`src/rtl/midrange_filter_3x3_macros.svh`:
```
// Assertion helpers used by mrf_back. Each macro expects clock and reset in scope.
`ifndef MIDRANGE_FILTER_3X3_MACROS_SVH
`define MIDRANGE_FILTER_3X3_MACROS_SVH

// Same-cycle implication.
`define MRF_ASSERT_IMP(label, ante, cons, msg) \
   label: assert property (@(posedge clock) disable iff (reset) (ante) |-> (cons)) \
      else $error(msg);

// Next-cycle implication.
`define MRF_ASSERT_NXT(label, ante, cons, msg) \
   label: assert property (@(posedge clock) disable iff (reset) (ante) |=> (cons)) \
      else $error(msg);

`endif

```
`src/rtl/mrf_fifo.sv`:
```
module mrf_fifo #(
   parameter int WIDTH = 8,
   parameter int DEPTH = 4
) (
   input  logic             clock,
   input  logic             reset,
   input  logic             push,
   input  logic [WIDTH-1:0] wdata,
   output logic             full,
   input  logic             pop,
   output logic [WIDTH-1:0] rdata,
   output logic             empty
);

   localparam int PTR_BITS = (DEPTH > 1) ? $clog2(DEPTH) : 1;
   localparam int CNT_BITS = $clog2(DEPTH + 1);

   logic [WIDTH-1:0]    store_ff [DEPTH];
   logic [PTR_BITS-1:0] wr_ptr_ff, wr_ptr_in;
   logic [PTR_BITS-1:0] rd_ptr_ff, rd_ptr_in;
   logic [CNT_BITS-1:0] count_ff, count_in;
   logic                do_push, do_pop;

   assign full    = (count_ff == CNT_BITS'(DEPTH));
   assign empty   = (count_ff == '0);
   assign do_push = push && !full;
   assign do_pop  = pop && !empty;
   assign rdata   = store_ff[rd_ptr_ff];

   always_comb begin
      wr_ptr_in = wr_ptr_ff;
      rd_ptr_in = rd_ptr_ff;
      count_in  = count_ff;
      if (do_push) begin
         wr_ptr_in = (wr_ptr_ff == PTR_BITS'(DEPTH - 1)) ? '0 : wr_ptr_ff + 1'b1;
      end
      if (do_pop) begin
         rd_ptr_in = (rd_ptr_ff == PTR_BITS'(DEPTH - 1)) ? '0 : rd_ptr_ff + 1'b1;
      end
      if (do_push && !do_pop) begin
         count_in = count_ff + 1'b1;
      end else if (do_pop && !do_push) begin
         count_in = count_ff - 1'b1;
      end
   end

   always_ff @(posedge clock) begin
      if (reset) begin
         wr_ptr_ff <= '0;
         rd_ptr_ff <= '0;
         count_ff  <= '0;
      end else begin
         wr_ptr_ff <= wr_ptr_in;
         rd_ptr_ff <= rd_ptr_in;
         count_ff  <= count_in;
      end
   end

   always_ff @(posedge clock) begin
      if (do_push) begin
         store_ff[wr_ptr_ff] <= wdata;
      end
   end

endmodule

```
`config.mk`:
```
export PLATFORM = sky130hd
export DESIGN_NAME = mrf_fifo
export DESIGN_NICKNAME = d
export VERILOG_FILES = /design/src/rtl/midrange_filter_3x3_macros.svh /design/src/rtl/mrf_fifo.sv
export SDC_FILE = /design/constraint.sdc
export NUM_CORES = 1
export LEC_CHECK = 0
export BUFFER_PORTS_ARGS = -buffer_cell sky130_fd_sc_hd__buf_2
export CORE_MARGIN = 2
export CORE_UTILIZATION = 45
export CTS_BUF_LIST = sky130_fd_sc_hd__clkbuf_16
export CTS_CLUSTER_SIZE = 16
export DETAILED_ROUTE_END_ITERATION = 7
export MAX_ROUTING_LAYER = met4
export PLACE_DENSITY_LB_ADDON = 0.25
export SLEW_MARGIN = 5
export SYNTH_ARGS = -nofsm -noshare
export SYNTH_HDL_FRONTEND = slang
export SYNTH_SLANG_ARGS = --single-unit
```
`constraint.sdc`:
```
create_clock -name clock -period 2.1 [get_ports clock]
set_clock_uncertainty 0.1 [all_clocks]
set_input_delay 0.105 -clock clock [delete_from_list [all_inputs] [get_ports clock]]
set_output_delay 0.105 -clock clock [all_outputs]
set_load 0.01 [all_outputs]
```
==> out/qor.csv <==
metric,value,unit
status,completed,
critical path's most frequent cell,buf_4,
drt first pass iters,4,
via count,911,
n_diodes,0,
slowest CP cell,or3b_4,
Worst setup EP type,flop,
Synth Instances,92,
met3 usage in global routing,5.38,%
Die H,64.5,um
Reg-to-Reg Start,count_ff[1],
Final Util,63.1,%
CTS Sinks,41,
post-synthesis sequential area ratio,69.4,%
Leak,0.813,nW
first-pass GRT wire length,4380,um
CP Cell Sequence,or3b_4 -> clkinv_4 -> nor2_4 -> ha_4 -> buf_4 -> buf_4 -> xor2_2 -> or3_4 -> a21oi_2,
dpl ws,-33.5,ps
reg2reg path depth,9,
Area growth syn-to-layout,31.0,%
syn nets,111,
grt met2 use,25.5,%
crit path DAT,2190,ps
initial core utilization,48.2,%
worst hold path class,primary input to flop,
post-route minimum period,2070,ps
CTS tree,built,
synthesized area per cell,17.9,sq um
Clock Pin Slew Worst Setup and Hold Paths,50,ps
final-report hold violation count,0,
crit path launch type,flop,
layout cells sized above 1,45.5,%
clock root cell,clkbuf_16,
"FF+latch count, synth",41,
largest net degree at the start of global routing,13,
async set or reset register ratio after synthesis,0,%
hold path depth,3,
DRC,0,
crit-path max FO,5,
max-cap violation count,0,
Bufs on Longest Clock Path,2,
antenna-violating nets left,0,
Iter 0 DRT Violations,38,
RSZ-0062 raised after global routing,yes,
Sum Neg Setup Slack,0,ps
Die ar.,4160,sq um
Site Rows,21,
cell area after synthesis,1650,sq um
WP buf/inv,3,
clk_lat worst skew,280,ps
Final Cycle Share,98.7,%
initial antenna violation count,0,
critical path class,flop to flop,
Die X,64.5,um
Final WS setup,28.0,ps
hold path endpoint,wr_ptr_ff[1],
io pins,22,
worst reg2reg path endpoint,count_ff[2],
Layout Nets,152,
Post-synth EDFFs,32,
Synth area leaders,"edfxtp_1 58%, dfxtp_1 11%, mux4_2 11%, ha_1 4.6%, and3_2 1.8%",
wire length per cell,15.0,um
post-route cell area,2150,sq um
total track usage,15.3,%
power density cells,1200,nW/um^2
"commonest cells after routing, fill and taps aside","32 x edfxtp_1, 21 x buf_2, 9 x dlygate4sd3_1",
"slowest stage delay, CP",420,ps
# fillers,256,
Rel. slew slack,73.7,%
port buffer count,21,
total grt overflow,0,
flop2flop setup slack,30,ps
hold wc startpoint,push,
gpl congestion,0.771,
H-Tree Depth,2,
Synth Warn #,0,
core area,3420,sq um
worst-margin pin slew,394,ps
Yosys top cell by area,edfxtp_1,
maximum clock frequency,483,MHz
Crit path max-delay family,simple AND/OR/NAND/NOR gates,
"Distinct cells, synth",26,
vias in the first global route,1000,
met1 GRT Util,16.0,%
Max Slew Vio Count,0,
"commonest non-fill, non-tap cell in the layout",edfxtp_1,
Synth top area share,58.4,%
layer with the highest usage,met2,
total CTS buffers,5,
post-DR vias/cell,5.06,
highest ir drop seen on vdd,0.000647,V
"Top FF cell, synth",edfxtp_1,
DPL Wire Length,1780,um
placed cell area,1840,sq um
Critical Path RT,2210,ps
final WL,2700,um
Final Setup Violations,0,
-- cell families after synthesis --
logic type / Yosys count / synth area share, %
muxes: 10 / 12.2
AOI/OAI and AO/OA: 7 / 3.04
xor gates and xnor gates: 2 / 1.06
and+or+nand+nor: 16 / 5.70
buffers and inverters: 9 / 2.89
DFF: 41 / 69.4
adders and majority gates: 7 / 5.78
-- how the worst max path moves through the flow --
stage	startpoint	to	cells after the start
floorplan	count_ff[2]	count_ff[2]	10
global placement	count_ff[2]	count_ff[2]	9
detailed placement	count_ff[0]	count_ff[2]	9
CTS	count_ff[2]	count_ff[2]	9
global route	count_ff[2]	count_ff[2]	9
finish	count_ff[1]	count_ff[2]	9
-- power breakdown --
group          leakage (nW)  total, mW  switching [mW]  internal [mW]
logic                 0.361      0.682           0.311          0.371
clock network        0.0826      0.826           0.275          0.551
registers             0.369       1.08          0.0739           1.00
total                 0.813       2.58           0.660           1.92
-- Yosys cell counts (2+ instances only) --
library cell,count
xor2_1,2
nor3_1,2
ha_1,6
inv_1,4
nor2_1,3
mux4_2,8
dfxtp_1,9
o31ai_2,2
a21oi_1,3
edfxtp_1,32
mux2i_1,2
nand3_1,2
and3_2,4
-- tightest hold or removal path: stages --
cell     delay [ps]
buf_2           140
nand3_1          80
a21oi_1          50
-- per-stage QoR --
step	total power, mW	std cells	hold WS [ps]
floorplan	1.49	92	104
global placement	1.66	159	216
detailed placement	1.68	159	222
CTS	2.59	179	41.6
global route	2.72	180	56.0
finish	2.58	180	43.7
-- flip-flops by register name, summed over array words and instances (netlist names), named ones only --
| signal | flops |
|---|---|
| count_ff | 3 |
| wr_ptr_ff | 2 |
| rd_ptr_ff | 2 |
| store_ff | 32 |
-- layout make-up --
class                   count  area, sq um  area share [%]
multi-input cells          42          503            23.3
repair buffers             38          255            11.8
well taps                  46         57.6            2.67
flip-flops and latches     41         1150            53.5
clock buffers               5          125            5.81
inverters                   5         23.8            1.10
clock inverters             3         37.5            1.74
-- metal layers --
layer  wire [um]  part of all wire [%]
met1        1100                    41
met2        1420                    53
met3         111                   4.1
met4          74                   2.7
met5           0                     0
-- timing repair --
| item | CTS | global route |
|---|---|---|
| hold buffers | 9 | 0 |
| gates resized for setup | 5 | 1 |
| setup buffers | 3 | 1 |
| cloned | 0 | 0 |
| pin swaps | 1 | 3 |
| endpoints found under the hold margin | 33 | 0 |
| setup endpoints to repair | 1 | 1 |
(Power assumes the default switching activity.)
