===== config.mk =====
export PLATFORM = sky130hd
export DESIGN_NAME = mrf_front
export DESIGN_NICKNAME = d
export VERILOG_FILES = /design/src/rtl/midrange_filter_3x3_macros.svh /design/src/rtl/mrf_pkg.sv /design/src/rtl/mrf_front.sv
export SDC_FILE = /design/constraint.sdc
export NUM_CORES = 1
export LEC_CHECK = 0
export ABC_AREA = 0
export BUFFER_PORTS_ARGS = -buffer_cell sky130_fd_sc_hd__buf_4
export CAP_MARGIN = 10
export CORE_MARGIN = 2
export CORE_UTILIZATION = 50
export CTS_CLUSTER_SIZE = 40
export DETAILED_ROUTE_END_ITERATION = 12
export GPL_TIMING_DRIVEN = 0
export PLACE_DENSITY = 0.71
export SKIP_CTS_REPAIR_TIMING = 1
export SLEW_MARGIN = 0
export SYNTH_ARGS = -nofsm -noshare
export SYNTH_HDL_FRONTEND = slang
export SYNTH_SLANG_ARGS = --single-unit

===== constraint.sdc =====
create_clock -name clock -period 14.29 [get_ports clock]
set_input_delay 4.287 -clock clock [delete_from_list [all_inputs] [get_ports clock]]
set_output_delay 4.287 -clock clock [all_outputs]
set_load 0.05 [all_outputs]

===== src/rtl/midrange_filter_3x3_macros.svh =====
// Assertion helpers used by mrf_back. Each macro expects clock and reset in scope.
`ifndef MIDRANGE_FILTER_3X3_MACROS_SVH
`define MIDRANGE_FILTER_3X3_MACROS_SVH

// Same-cycle implication.
`define MRF_ASSERT_IMP(label, ante, cons, msg) \
   label: assert property (@(posedge clock) disable iff (reset) (ante) |-> (cons)) \
      else $error(msg);

// Next-cycle implication.
`define MRF_ASSERT_NXT(label, ante, cons, msg) \
   label: assert property (@(posedge clock) disable iff (reset) (ante) |=> (cons)) \
      else $error(msg);

`endif


===== src/rtl/mrf_pkg.sv =====
package mrf_pkg;

   localparam int CFG_BITS       = 10;
   localparam int POS_OUT_BITS   = 9;
   localparam int CSR_INDEX_BITS = 1;
   localparam int MIN_DIM        = 3;

   localparam logic [CSR_INDEX_BITS-1:0] CSR_FRAME_WIDTH  = 1'd0;
   localparam logic [CSR_INDEX_BITS-1:0] CSR_FRAME_HEIGHT = 1'd1;

   localparam logic [CFG_BITS-1:0] FRAME_WIDTH_RESET  = 10'd512;
   localparam logic [CFG_BITS-1:0] FRAME_HEIGHT_RESET = 10'd512;
   localparam logic [CFG_BITS-1:0] HEIGHT_LIMIT       = 10'd512;

   // Decisions made by the front for one item.
   typedef struct packed {
      logic                    fire;
      logic                    top;
      logic                    bot;
      logic                    left;
      logic                    right;
      logic                    last;
      logic [POS_OUT_BITS-1:0] row;
      logic [POS_OUT_BITS-1:0] col;
   } mrf_emit_type;

   typedef struct packed {
      logic [POS_OUT_BITS-1:0] row;
      logic [POS_OUT_BITS-1:0] col;
      logic                    last;
   } mrf_rsp_type;

endpackage


===== src/rtl/mrf_front.sv =====
module mrf_front #(
   parameter int MAX_WIDTH  = 512,
   parameter int PIXEL_BITS = 8,
   localparam int ADDR_BITS = $clog2(MAX_WIDTH)
) (
   input  logic                                clock,
   input  logic                                reset,
   input  logic                                csr_write,
   input  logic [mrf_pkg::CSR_INDEX_BITS-1:0]  csr_index,
   input  logic [mrf_pkg::CFG_BITS-1:0]        csr_wdata,
   input  logic                                accept,
   input  logic                                mode,
   input  logic [PIXEL_BITS-1:0]               pixel_in,
   output logic [PIXEL_BITS-1:0]               item_val,
   output logic [ADDR_BITS-1:0]                item_col,
   output mrf_pkg::mrf_emit_type               item_emit
);

   import mrf_pkg::*;

   localparam int CNT_BITS = (ADDR_BITS + 1 > CFG_BITS) ? ADDR_BITS + 1 : CFG_BITS;
   localparam logic [CNT_BITS-1:0] WIDTH_MAX = CNT_BITS'(MAX_WIDTH);
   localparam logic [CNT_BITS-1:0] WIDTH_MIN = CNT_BITS'(MIN_DIM);
   localparam logic [CFG_BITS-1:0] HEIGHT_MIN = CFG_BITS'(MIN_DIM);

   logic [CFG_BITS-1:0]  frame_width_ff, frame_height_ff;
   logic [CFG_BITS-1:0]  in_row_ff, in_row_in;
   logic [ADDR_BITS-1:0] in_col_ff, in_col_in;
   logic [CFG_BITS-1:0]  emit_row_ff, emit_row_in;
   logic [ADDR_BITS-1:0] emit_col_ff, emit_col_in;

   logic [CNT_BITS-1:0]  width_ext, w_eff, in_col_inc, emit_col_inc;
   logic [CFG_BITS-1:0]  h_eff;
   logic                 fire, top, bot, left, right, last;

   always_comb begin
      width_ext = CNT_BITS'(frame_width_ff);
      if (width_ext < WIDTH_MIN) begin
         w_eff = WIDTH_MIN;
      end else if (width_ext > WIDTH_MAX) begin
         w_eff = WIDTH_MAX;
      end else begin
         w_eff = width_ext;
      end
      if (frame_height_ff < HEIGHT_MIN) begin
         h_eff = HEIGHT_MIN;
      end else if (frame_height_ff > HEIGHT_LIMIT) begin
         h_eff = HEIGHT_LIMIT;
      end else begin
         h_eff = frame_height_ff;
      end
   end

   assign fire  = (in_row_ff >= CFG_BITS'(2)) ||
                  ((in_row_ff == CFG_BITS'(1)) && (in_col_ff != '0));
   assign top   = (emit_row_ff == '0);
   assign bot   = (emit_row_ff >= h_eff - 1'b1);
   assign left  = (emit_col_ff == '0);
   assign right = (CNT_BITS'(emit_col_ff) >= w_eff - 1'b1);
   assign last  = fire && bot && right;

   assign in_col_inc   = CNT_BITS'(in_col_ff) + 1'b1;
   assign emit_col_inc = CNT_BITS'(emit_col_ff) + 1'b1;

   // Drain ticks carry zero into the line stores.
   assign item_val        = mode ? '0 : pixel_in;
   assign item_col        = in_col_ff;
   assign item_emit.fire  = fire;
   assign item_emit.top   = top;
   assign item_emit.bot   = bot;
   assign item_emit.left  = left;
   assign item_emit.right = right;
   assign item_emit.last  = last;
   assign item_emit.row   = POS_OUT_BITS'(emit_row_ff);
   assign item_emit.col   = POS_OUT_BITS'(emit_col_ff);

   always_comb begin
      in_row_in   = in_row_ff;
      in_col_in   = in_col_ff;
      emit_row_in = emit_row_ff;
      emit_col_in = emit_col_ff;
      if (in_col_inc >= w_eff) begin
         in_col_in = '0;
         in_row_in = in_row_ff + 1'b1;
      end else begin
         in_col_in = in_col_inc[ADDR_BITS-1:0];
      end
      if (last) begin
         // frame done: restart every position
         in_row_in   = '0;
         in_col_in   = '0;
         emit_row_in = '0;
         emit_col_in = '0;
      end else if (fire) begin
         if (emit_col_inc >= w_eff) begin
            emit_col_in = '0;
            emit_row_in = emit_row_ff + 1'b1;
         end else begin
            emit_col_in = emit_col_inc[ADDR_BITS-1:0];
         end
      end
   end

   always_ff @(posedge clock) begin
      if (reset) begin
         frame_width_ff  <= FRAME_WIDTH_RESET;
         frame_height_ff <= FRAME_HEIGHT_RESET;
         in_row_ff       <= '0;
         in_col_ff       <= '0;
         emit_row_ff     <= '0;
         emit_col_ff     <= '0;
      end else begin
         if (csr_write) begin
            case (csr_index)
               CSR_FRAME_WIDTH:  frame_width_ff  <= csr_wdata;
               CSR_FRAME_HEIGHT: frame_height_ff <= csr_wdata;
               default: ;
            endcase
         end
         if (accept) begin
            in_row_ff   <= in_row_in;
            in_col_ff   <= in_col_in;
            emit_row_ff <= emit_row_in;
            emit_col_ff <= emit_col_in;
         end
      end
   end

endmodule


==> run metrics <==
status finished clean; Ports 65; layout cell share with drive strength beyond 1 0.173; RSZ-0062 raised after global routing no; Area Overhead vs Synth 18.3%; Final Hold Violating Endpoints 0; Crit Path Category register to output pin; worst r2r dst item_col[3]$_SDFFE_PP0P_; core box area roughly 8600 sq um; die area 9500 sq um; WP data arrival a little under 5000 ps; period utilization 0.646; chip width ~100 microns; FF-to-FF setup slack 9120 ps; Die H around 97 microns; Cells after Synth between 500 and 600; setup slack after layout 5050 ps; worst rel slew slack 0.524; Worst-Margin Slew roughly 710 ps; count leader, synth nand2_1; maximum fanout along the worst path 10; final number of max-transition violations 0; fmax 108 MHz; clock-pin slew on the worst setup and hold paths 70 ps; startpoint types register; Rows 34; crit path launch frame_width_ff[3]$_SDFFE_PP0P_; CP max stage cell nor4_1; Sw Pwr roughly 0.12 mW; share of power burned in registers 0.431; combinational group share of total power 0.190; yosys warns 0; area leader, netlist dfxtp_1; Sink Count 58; antenna-violating nets left 0; largest net degree at the start of global routing 12; minimum clock period slightly above 9000 ps; area of the multi-input gates a little under 3000 sq um; Buf/Inv on CP 5; Synth top cells by count nand2_1 (79), a21oi_1 (60), dfxtp_1 (58); CTS root buf clkbuf_8; Clock Power Share 0.379; TritonRoute pass-1 iters 5; Post-Syn Area 4370 sq um; via count about 4,400; CTS tree yes; post-synthesis sequential area ratio 0.266; CTS Buf Count 9; Placer Congestion 0.877; Switching Share 0.306; CP Capture Type output pin; syn nets between 600 and 700; Vias/cell 5.90; Setup violations, final 0; Async SR Flop Fraction 0; DR DRC count 0; Max-Cap Viols 0; vias in the first global route 4,163; Max clock buf depth 2; syn_area_per_cell 7.80 sq um; setup slack at placement between 5000 and 6000 ps; Post-synth EDFFs 0; Synth Register Bits between 50 and 60; cell-internal power roughly 0.27 mW; WL/cell 15.5 microns; worst hold stages 2; Leak between 2 and 2.5 nW; CP max stage delay between 500 and 600 ps; Reg area between 1000 and 1500 sq um; critical path, cell by cell or2_2 > or3_1 > nor4_1 > o21ai_0 > ha_1 > clkbuf_1 > xor2_1 > ha_1 > a21oi_1 > o21ai_0 > a221oi_1 > a221oi_2 > buf_6 > nand2_4 > inv_1 > buf_4 > buf_4; Skew-Pair Late Insertion Delay 350 ps; Layout Skew approximately 10 ps; Synth top area share 0.266; pwr/cell area 75.9 nW/um^2; Critical Path RT 10,000 ps; Hold Path Class register to register; synth top area cells dfxtp_1 (27%), ha_1 (14%), a21oi_1 (6.9%); Overall Global Routing Usage 0.246; Reg2Reg Depth 16; Hold Path Origin frame_width_ff[8]$_SDFFE_PP0P_; CTS HTree Levels 3; Worst VDD drop roughly 0.000048 V; initial core utilization 0.509; GRT Residual Overflow 0; reg2reg start frame_width_ff[3]$_SDFFE_PP0P_; Post-DP HPWL about 8900 microns; library cells used by synthesis 55; Post-Route WL roughly 12,000 microns; initial antenna violation count 0; Synth Flop Type dfxtp_1; setup TNS 0 ps; family with the most delay on the worst path simple AND/OR/NAND/NOR gates; n_diodes 0; first-pass GRT wire length 19,500 microns; Starting DRT DRC Count 173; FILL cells 805; I/O Buffers 64; WHS Endpoint frame_width_ff[8]$_SDFFE_PP0P_; nets 709
power groups by stage:
stage,clock network [mW],logic (mW),registers [mW]
4_1_cts,0.152,0.0740,0.169
5_1_grt,0.160,0.0824,0.170
2_1_floorplan,0,0.0495,0.174
3_3_place_gp,0,0.0708,0.173
3_5_place_dp,0,0.0733,0.173
6_report,0.149,0.0745,0.169
registers in the layout, indices dropped and copies added (netlist names):
signal	flops
frame_width_ff	10
item_col	9
emit_row_ff	10
frame_height_ff	10
emit_col_ff	9
in_row_ff	10
layout by cell type (no fill, tap or decap), types with 4 or more instances in the layout:
cell type and count:
nand4b_1 4, o31ai_1 11, ha_1 50, o211ai_1 8, a21oi_1 60, and3_1 13
o21ai_0 32, buf_2 5, o21a_1 9, a31oi_1 4, nand2b_1 5, or3_1 6
clkinv_2 4, or4_1 10, buf_4 81, a2111oi_0 4, inv_1 24, a21o_1 7
clkbuf_8 9, nor2b_1 16, nor3_1 6, a211oi_1 5, nand3_1 22, nand4_1 11
xor2_1 9, clkbuf_1 16, nor4_1 8, dfxtp_1 58, nor2_1 15, xnor2_1 9
nand2_1 79
logic make-up (layout without fill, tap and decap cells):
logic type,after synthesis,count (layout),share of synthesized area
xor gates and xnor gates,18,18,0.0361
AOI/OAI and AO/OA,161,161,0.233
adders and majority gates,50,50,0.143
and+or+nand+nor,210,210,0.250
DFF,58,58,0.266
buffers and inverters,62,142,0.0710
other,1,1,0.000858
how the worst max path moves through the flow:
stage                         end  slack (ps)  depth (start not counted)
floorplan             item_val[0]        5010                          1
global placement      item_val[5]        5270                          3
detailed placement    item_val[5]        5250                          3
CTS                 item_emit[18]        5090                         17
global route        item_emit[18]        4760                         17
finish              item_emit[18]        5050                         17
area by class of cell:
type | instances | share of cell area
multi-input cells | 440 | 0.561
repair buffers | 64 | 0.0929
clock inverters | 6 | 0.0111
plain buffers | 38 | 0.0426
clock buffers | 10 | 0.0247
flip-flops and latches | 58 | 0.225
inverters | 24 | 0.0174
well taps | 108 | 0.0261
routing by layer:
metal | wire length (microns) | track usage | vias to the layer above
met5 | 0 | 0 | -
met4 | 242 | 0.0855 | 0
met3 | 586 | 0.0410 | 21
met2 | 5580 | 0.410 | 139
met1 | 5200 | 0.321 | 2062
li1 | - | - | 2191
per-stage QoR:
step	area (sq um)	cells	hold WS (ps)	utilization	total power [mW]
floorplan	4370	560	444	-	0.223
global placement	4990	732	464	0.580	0.243
detailed placement	4990	732	469	0.580	0.246
CTS	5170	748	479	0.602	0.395
global route	5170	748	508	0.602	0.412
finish	5170	748	478	0.602	0.392
worst min-delay path: cells and delay by family, from the launching register on:
| family | cells | cell delay, ps |
|---|---|---|
| compound gates | 1 | 60 |
| simple gates | 1 | 60 |
| flops | 1 | 320 |
No activity file was read; power rests on OpenSTA's default activity.
